<file path="src/bra_pkg.sv">
// ----------------------------------------------------------------------------
// bra_pkg
// Shared constants, types and divider step functions of the block region
// aligner.
// ----------------------------------------------------------------------------
package bra_pkg;

    localparam int BLOCK_BITS = 64;
    localparam int GRAIN_W    = 64;
    localparam int BS_W       = 17;
    localparam int CFG_W      = 32;
    localparam int OFF_W      = 32;
    localparam int IDX_W      = 3;
    localparam int MODE_W     = 2;
    localparam int CNT_W      = $clog2(GRAIN_W);
    localparam int SHIFT_W    = $clog2(GRAIN_W) + 1;

    localparam logic [CFG_W-1:0] MIN_GRAIN_RESET = CFG_W'(1048576);

    typedef enum logic [IDX_W-1:0] {
        REG_OPT_MODE  = IDX_W'(0),
        REG_OPT_IO    = IDX_W'(1),
        REG_MIN_GRAIN = IDX_W'(2),
        REG_EXTRA     = IDX_W'(3),
        REG_OFFSET    = IDX_W'(4)
    } t_reg_idx;

    typedef enum logic [MODE_W-1:0] {
        MODE_ALIGN_BOTH = MODE_W'(0),
        MODE_KEEP_END   = MODE_W'(1),
        MODE_KEEP_SIZE  = MODE_W'(2),
        MODE_ALIGN_END  = MODE_W'(3)
    } t_mode;

    typedef enum logic [2:0] {
        G_IDLE,
        G_INIT,
        G_DOUBLE,
        G_EXTRA,
        G_TWOS,
        G_GCD,
        G_DIV,
        G_MUL
    } t_gstate;

    // Grain unit to datapath.
    typedef struct packed {
        logic                    busy;
        logic [GRAIN_W-1:0]      grain;
        logic signed [OFF_W-1:0] offset;
    } t_grain_if;

    // Item while the grain in blocks and the offset in blocks are divided out.
    typedef struct packed {
        logic [MODE_W-1:0]     mode;
        logic [BLOCK_BITS-1:0] start;
        logic [BLOCK_BITS-1:0] endv;
        logic [BLOCK_BITS-1:0] endp1;
        logic [BLOCK_BITS-1:0] len;
        logic [BS_W-1:0]       bs;
        logic [GRAIN_W-1:0]    gdiv;
        logic [BS_W-1:0]       grem;
        logic [OFF_W-1:0]      odiv;
        logic [BS_W-1:0]       orem;
        logic                  oneg;
    } t_div_item;

    // Item while start and end are reduced modulo the grain.
    typedef struct packed {
        logic [MODE_W-1:0]     mode;
        logic [BLOCK_BITS-1:0] start;
        logic [BLOCK_BITS-1:0] endv;
        logic [BLOCK_BITS-1:0] len;
        logic                  bs_zero;
        logic [GRAIN_W-1:0]    gb;
        logic [BLOCK_BITS-1:0] be;
        logic [BLOCK_BITS-1:0] sd;
        logic [BLOCK_BITS-1:0] ed;
        logic [GRAIN_W-1:0]    rs;
        logic [GRAIN_W-1:0]    re;
    } t_mod_item;

    typedef struct packed {
        logic [MODE_W-1:0]     mode;
        logic [BLOCK_BITS-1:0] start;
        logic [BLOCK_BITS-1:0] len;
        logic                  bs_zero;
        logic [BLOCK_BITS-1:0] pad;
        logic [BLOCK_BITS-1:0] endn;
        logic                  efail;
    } t_fin1;

    typedef struct packed {
        logic [MODE_W-1:0]     mode;
        logic [BLOCK_BITS-1:0] len;
        logic                  bs_zero;
        logic [BLOCK_BITS-1:0] pad;
        logic [BLOCK_BITS-1:0] sn;
        logic [BLOCK_BITS-1:0] endn;
        logic                  efail;
    } t_fin2;

    // One restoring division step with a block size divisor: {quotient bit, remainder}.
    function automatic logic [BS_W:0] div_step_bs(input logic [BS_W-1:0] rem,
                                                  input logic din,
                                                  input logic [BS_W-1:0] d);
        logic [BS_W:0] t;
        logic [BS_W:0] t2;
        t  = {rem, din};
        t2 = t - {1'b0, d};
        if (t >= {1'b0, d}) begin
            return {1'b1, t2[BS_W-1:0]};
        end
        return {1'b0, t[BS_W-1:0]};
    endfunction

    // One restoring division step with a grain wide divisor.
    function automatic logic [GRAIN_W:0] div_step_g(input logic [GRAIN_W-1:0] rem,
                                                   input logic din,
                                                   input logic [GRAIN_W-1:0] d);
        logic [GRAIN_W:0] t;
        logic [GRAIN_W:0] t2;
        t  = {rem, din};
        t2 = t - {1'b0, d};
        if (t >= {1'b0, d}) begin
            return {1'b1, t2[GRAIN_W-1:0]};
        end
        return {1'b0, t[GRAIN_W-1:0]};
    endfunction

endpackage

</file>
<file path="src/bra_grain.sv">
// ----------------------------------------------------------------------------
// bra_grain
// Configuration registers and the sequential unit that derives the grain in
// bytes (doubling, binary gcd, serial divide, serial multiply).
// ----------------------------------------------------------------------------
module bra_grain (
    input  logic                       i_clk,
    input  logic                       i_rst_n,
    input  logic                       i_cfg_we,
    input  logic [bra_pkg::IDX_W-1:0]  i_cfg_idx,
    input  logic [bra_pkg::CFG_W-1:0]  i_cfg_wdata,
    output bra_pkg::t_grain_if         o_gif
);
    import bra_pkg::*;

    logic                    r_opt;
    logic [CFG_W-1:0]        r_oio;
    logic [CFG_W-1:0]        r_min;
    logic [CFG_W-1:0]        r_extra;
    logic signed [OFF_W-1:0] r_off;

    t_gstate            r_state, n_state;
    logic [GRAIN_W-1:0] r_g, n_g;
    logic [GRAIN_W-1:0] r_a, n_a;
    logic [GRAIN_W-1:0] r_b, n_b;
    logic [SHIFT_W-1:0] r_k, n_k;
    logic [GRAIN_W-1:0] r_d, n_d;
    logic [GRAIN_W-1:0] r_q, n_q;
    logic [GRAIN_W-1:0] r_rem, n_rem;
    logic [GRAIN_W-1:0] r_acc, n_acc;
    logic [CNT_W-1:0]   r_cnt, n_cnt;
    logic [GRAIN_W-1:0] r_grain, n_grain;

    always_ff @(posedge i_clk) begin
        if (!i_rst_n) begin
            r_opt   <= 1'b0;
            r_oio   <= '0;
            r_min   <= MIN_GRAIN_RESET;
            r_extra <= '0;
            r_off   <= '0;
        end else if (i_cfg_we) begin
            unique case (t_reg_idx'(i_cfg_idx))
                REG_OPT_MODE:  r_opt   <= i_cfg_wdata[0];
                REG_OPT_IO:    r_oio   <= i_cfg_wdata;
                REG_MIN_GRAIN: r_min   <= i_cfg_wdata;
                REG_EXTRA:     r_extra <= i_cfg_wdata;
                REG_OFFSET:    r_off   <= signed'(i_cfg_wdata);
                default: ;
            endcase
        end
    end

    always_comb begin
        logic [GRAIN_W:0] step;
        logic [GRAIN_W-1:0] sum;
        n_state = r_state;
        n_g     = r_g;
        n_a     = r_a;
        n_b     = r_b;
        n_k     = r_k;
        n_d     = r_d;
        n_q     = r_q;
        n_rem   = r_rem;
        n_acc   = r_acc;
        n_cnt   = r_cnt;
        n_grain = r_grain;
        step    = div_step_g(r_rem, r_q[GRAIN_W-1], r_d);
        sum     = r_acc + r_q;
        if (i_cfg_we) begin
            // Any write restarts the derivation with the new values.
            n_state = G_INIT;
        end else begin
            unique case (r_state)
                G_IDLE: ;
                G_INIT: begin
                    n_g     = (r_opt && r_oio != '0) ? GRAIN_W'(r_oio) : GRAIN_W'(1);
                    n_state = r_opt ? G_DOUBLE : G_EXTRA;
                end
                G_DOUBLE: begin
                    if (r_g < GRAIN_W'(r_min)) begin
                        n_g = r_g << 1;
                    end else begin
                        n_state = G_EXTRA;
                    end
                end
                G_EXTRA: begin
                    if (r_extra == '0) begin
                        n_grain = r_g;
                        n_state = G_IDLE;
                    end else begin
                        n_a     = r_g;
                        n_b     = GRAIN_W'(r_extra);
                        n_k     = '0;
                        n_state = G_TWOS;
                    end
                end
                G_TWOS: begin
                    if (!r_a[0] && !r_b[0]) begin
                        n_a = r_a >> 1;
                        n_b = r_b >> 1;
                        n_k = r_k + SHIFT_W'(1);
                    end else begin
                        n_state = G_GCD;
                    end
                end
                G_GCD: begin
                    priority if (r_b == '0) begin
                        n_d     = r_a << r_k;
                        n_q     = r_g;
                        n_rem   = '0;
                        n_cnt   = '0;
                        n_state = G_DIV;
                    end else if (!r_a[0]) begin
                        n_a = r_a >> 1;
                    end else if (!r_b[0]) begin
                        n_b = r_b >> 1;
                    end else if (r_a > r_b) begin
                        n_a = r_b;
                        n_b = r_a - r_b;
                    end else begin
                        n_b = r_b - r_a;
                    end
                end
                G_DIV: begin
                    n_rem = step[GRAIN_W-1:0];
                    n_q   = {r_q[GRAIN_W-2:0], step[GRAIN_W]};
                    n_cnt = r_cnt + CNT_W'(1);
                    if (r_cnt == CNT_W'(GRAIN_W - 1)) begin
                        n_acc   = '0;
                        n_b     = GRAIN_W'(r_extra);
                        n_cnt   = '0;
                        n_state = G_MUL;
                    end
                end
                G_MUL: begin
                    if (r_b[0]) begin
                        n_acc = sum;
                    end
                    n_q   = r_q << 1;
                    n_b   = r_b >> 1;
                    n_cnt = r_cnt + CNT_W'(1);
                    if (r_cnt == CNT_W'(CFG_W - 1)) begin
                        n_grain = r_b[0] ? sum : r_acc;
                        n_state = G_IDLE;
                    end
                end
                default: n_state = G_IDLE;
            endcase
        end
    end

    always_comb begin
        o_gif.busy   = (r_state != G_IDLE);
        o_gif.grain  = r_grain;
        o_gif.offset = r_off;
    end

    always_ff @(posedge i_clk) begin
        if (!i_rst_n) begin
            r_state <= G_IDLE;
            r_grain <= GRAIN_W'(1);
        end else begin
            r_state <= n_state;
            r_grain <= n_grain;
        end
        r_g   <= n_g;
        r_a   <= n_a;
        r_b   <= n_b;
        r_k   <= n_k;
        r_d   <= n_d;
        r_q   <= n_q;
        r_rem <= n_rem;
        r_acc <= n_acc;
        r_cnt <= n_cnt;
    end

endmodule

</file>
<file path="config.mk">
export PLATFORM = sky130hd
export DESIGN_NAME = bra_grain
export DESIGN_NICKNAME = d
export VERILOG_FILES = /design/src/bra_pkg.sv /design/src/bra_grain.sv
export SDC_FILE = /design/constraint.sdc
export NUM_CORES = 2
export LEC_CHECK = 0
export BUFFER_PORTS_ARGS = -buffer_cell sky130_fd_sc_hd__buf_2
export CAP_MARGIN = 25
export CELL_PAD_IN_SITES_DETAIL_PLACEMENT = 1
export CELL_PAD_IN_SITES_GLOBAL_PLACEMENT = 2
export CORE_MARGIN = 2
export CORE_UTILIZATION = 36
export CTS_CLUSTER_SIZE = 20
export DETAILED_ROUTE_END_ITERATION = 8
export GPL_ROUTABILITY_DRIVEN = 0
export PLACE_DENSITY_LB_ADDON = 0.1
export SYNTH_ARGS = -nofsm -noshare
export SYNTH_HDL_FRONTEND = slang
export SYNTH_SLANG_ARGS = --single-unit
</file>
<file path="constraint.sdc">
create_clock -name i_clk -period 9.2 [get_ports i_clk]
set_clock_uncertainty 0.1 [all_clocks]
set_input_delay 0.46 -clock i_clk [delete_from_list [all_inputs] [get_ports i_clk]]
set_output_delay 0.46 -clock i_clk [all_outputs]
set_load 0.02 [all_outputs]
</file>
==> reports/metrics.cfg <==
[logic_synthesis]
synth_area_per_cell_sq_um = 8.57
synth_seq_area_share = 0.376
synth_edf_count = 461
async_reset_ff_frac = 0
ys_ff_latch = 657
synthFlopType = edfxtp_1
syn-instance-count = 5521
synth_area_leaders = edfxtp_1, dfxtp_1, ha_1
syn-num-nets = 5852
synth_top_area_frac = 0.293
synthesis.area_sq_mm = 0.0473
ys_warn_count = 0
synth_cell_type_count = 91
yosys.area.top_type = edfxtp_1

[cts]
cts_tree = done
post_cts_buffers = 0
cts.sinks = 657
clock_latency_ps = 740
cts-root-buf = clkbuf_16
cts_buffers = 87
clk_path_buf_depth = 3
h-tree-depth = 3
clkSlewWorstSetupHoldPaths_ps = 60

[worst_setup_path]
crit_required_ps = 9520
r2r-start = r_b[54]$_SDFFCE_PP0P_
rrSetupSlack_ps = 3320
r2r_cells = 14
crit_path_end_kind = register
cp_slowest_stage_delay_ps = 750
crit_buf_inv = 1
cp_data_arrival_time_ps = 6210
cp_top_family = simple AND/OR/NAND/NOR gates
cp-endpoint = r_b[53]$_SDFFCE_PP0P_
r2r-end = r_b[53]$_SDFFCE_PP0P_
path_depth = 14
cp-start-kind = register
cp-startpoint = r_b[54]$_SDFFCE_PP0P_
critPathKind = reg2reg
path_max_fanout = 63
cpMaxStageDelayCell = buf_4
path_cells = ha_1 -> nand2_1 -> nor3_1 -> nand2_1 -> nor3_1 -> nand4_1 -> o21a_1 -> nand2_4 -> buf_4 -> a211oi_1 -> a21oi_1 -> a31oi_1 -> xor2_1 -> o21ai_0

[finish]
finalNetCount = 5829
drive_gt1_frac = 0.0930
final_cell_mix = nand2_1, a21oi_1, nor2_1, edfxtp_1, o21ai_0
fin_util = 0.402
synthToLayoutAreaGrowth_pct = 11.4
layout_commonest_cell = nand2_1

[job]
maxCapViolations = 0

[detailed_routing]
via_per_inst = 5.75
drc = 0
first_pass_iters = 5
wirelength_microns = 191000
first_iter_violations = 3395
vias = 42157
antenna_left = 0
wl_per_cell_microns = 26.1

[sta]
hold_viol = 0
worstMarginPinSlew_ps = 982
period_minus_slack_ps = 5880
period_share = 0.639
rsz0062_at_grt = false
slew_headroom = 0.328
slew_viol_final = 0
setup_tns_ps = 0
timing.hold.ws_ps = 62.0
finalSetupViolCount = 0
fmax_ghz = 0.170

[placed_design]
hpwl_microns = 144000
port_buffers = 134

[power]
p_int_mw = 5.39
ir_drop_uv = 129
p_leak_nw = 21.2
combPwrFrac = 0.078
p_seq_frac = 0.444
p_sw_mw = 1.98
power_density_mw_per_mm2 = 140
p_sw_frac = 0.269
p_clk_frac = 0.478
p_total_mw = 7.36

[global_route]
grt_pass1_wl_microns = 285000
grt_max_degree = 92
antenna_found_initial = 9
grt.overflow.total = 0
grt_pass1_vias = 42231
track_usage = 0.277

[die]
die_x_microns = 366
core_sq_mm = 0.131
io_pins = 135
rows = 133
initial_utilization = 0.361
die_h_microns = 366
die-area_sq_mm = 0.134

[hold_path]
hold_path.class = in2reg

[outcome]
status = completed

[flip-flops by register name (all words and copies together), names as in the netlist]
signal and cells:
r_k 7, r_rem 64, r_b 64, r_off 32
r_oio 32, r_extra 32, r_opt 1, r_q 64
r_grain 64, r_a 64, r_min 32, r_cnt 6
r_d 64, r_acc 64, r_state 3, r_g 64
[metal layers]
metal | track usage | wire length [microns] | vias up
met5 | 0 | 55 | -
met2 | 0.456 | 89500 | 932
met3 | 0.0333 | 7990 | 221
met1 | 0.385 | 89000 | 21210
met4 | 0.0704 | 4970 | 8
li1 | - | - | 19786
[worst min-delay path by stage]
| stage | start | end | slack [ps] | depth (start not counted) |
|---|---|---|---|---|
| 3_5_place_dp | r_off[5]$_SDFFE_PN0P_ | r_off[5]$_SDFFE_PN0P_ | 350 | 2 |
| 2_1_floorplan | r_min[10]$_SDFFE_PN0P_ | r_min[10]$_SDFFE_PN0P_ | 340 | 2 |
| 4_1_cts | i_cfg_idx[0] | r_opt$_SDFFE_PN0P_ | 1 | 4 |
| 3_3_place_gp | r_grain[55]$_SDFFE_PN0P_ | r_grain[55]$_SDFFE_PN0P_ | 340 | 2 |
| 6_report | i_cfg_idx[0] | r_opt$_SDFFE_PN0P_ | 60 | 4 |
| 5_1_grt | i_cfg_idx[0] | r_opt$_SDFFE_PN0P_ | 80 | 4 |
[tightest hold or removal path, cell delays in order]
cell	delay, ps
buf_2	150
nor2_1	100
nand3_1	90
a21oi_1	50
[through the flow]
stage / setup WS, ps / area, sq um / instances
global placement: 3440 / 49400 / 7126
floorplan: 181 / 47300 / 5521
finish: 3320 / 52700 / 7329
global route: 3100 / 52700 / 7327
detailed placement: 3480 / 49400 / 7127
CTS: 3390 / 52700 / 7324
[cell type report]
class                   instances  area [sq um]
inverters                     301          1130
multi-input cells            4216         27100
clock inverters                36           479
well taps                    1755          2200
flip-flops and latches        657         17800
diodes                          2          5.00
repair buffers                235          1540
fillers                     15282         78300
clock buffers                 127          2440
[power by group through the flow]
stage,sequential (mW),combinational (mW),clock (mW)
floorplan,3.29,0.347,0
global placement,3.33,0.554,0
detailed placement,3.33,0.557,0
CTS,3.27,0.571,3.60
global route,3.27,0.623,3.70
finish,3.27,0.575,3.52
[logic make-up (layout without fill, tap and decap cells)]
family                   after synthesis  after routing  synth area share
multiplexers                         364            364            0.0908
buffers and inverters                648            699            0.0535
flip-flops                           657            657             0.376
AND/OR/NAND/NOR                     1759           1759             0.162
other                                  0              2                 0
AO/OA/AOI/OAI                       1612           1612             0.205
XOR/XNOR                             188            188            0.0348
adder cells (fa/ha/maj)              293            293            0.0781
[cell usage after synthesis, types with 17 or more instances]
cell      number
nor4_1        58
ha_1         289
mux4_2        44
xor2_1        61
and3_1        21
nand2_1      792
a21oi_1      622
dfxtp_1      196
nor2_1       499
xnor2_1      127
o21bai_1      63
o31ai_1       20
and2_1        57
a21o_1       153
clkbuf_1     276
a31oi_1       46
o22ai_1       17
nand2b_1      24
nor3_1        54
o21ai_0      405
nand3_1       77
mux2i_1      240
o211ai_1      23
buf_1         31
buf_2         35
nor2b_1       39
edfxtp_1     461
mux2_2        80
o21a_1        30
inv_1        298
a211oi_1      71
nand4_1       87
[timing repair]
item                      4_1_cts  5_1_grt
hold endpoints to repair      129        0
hold buffers                   34        0
resized for setup               0        0
(Power assumes the default switching activity.)
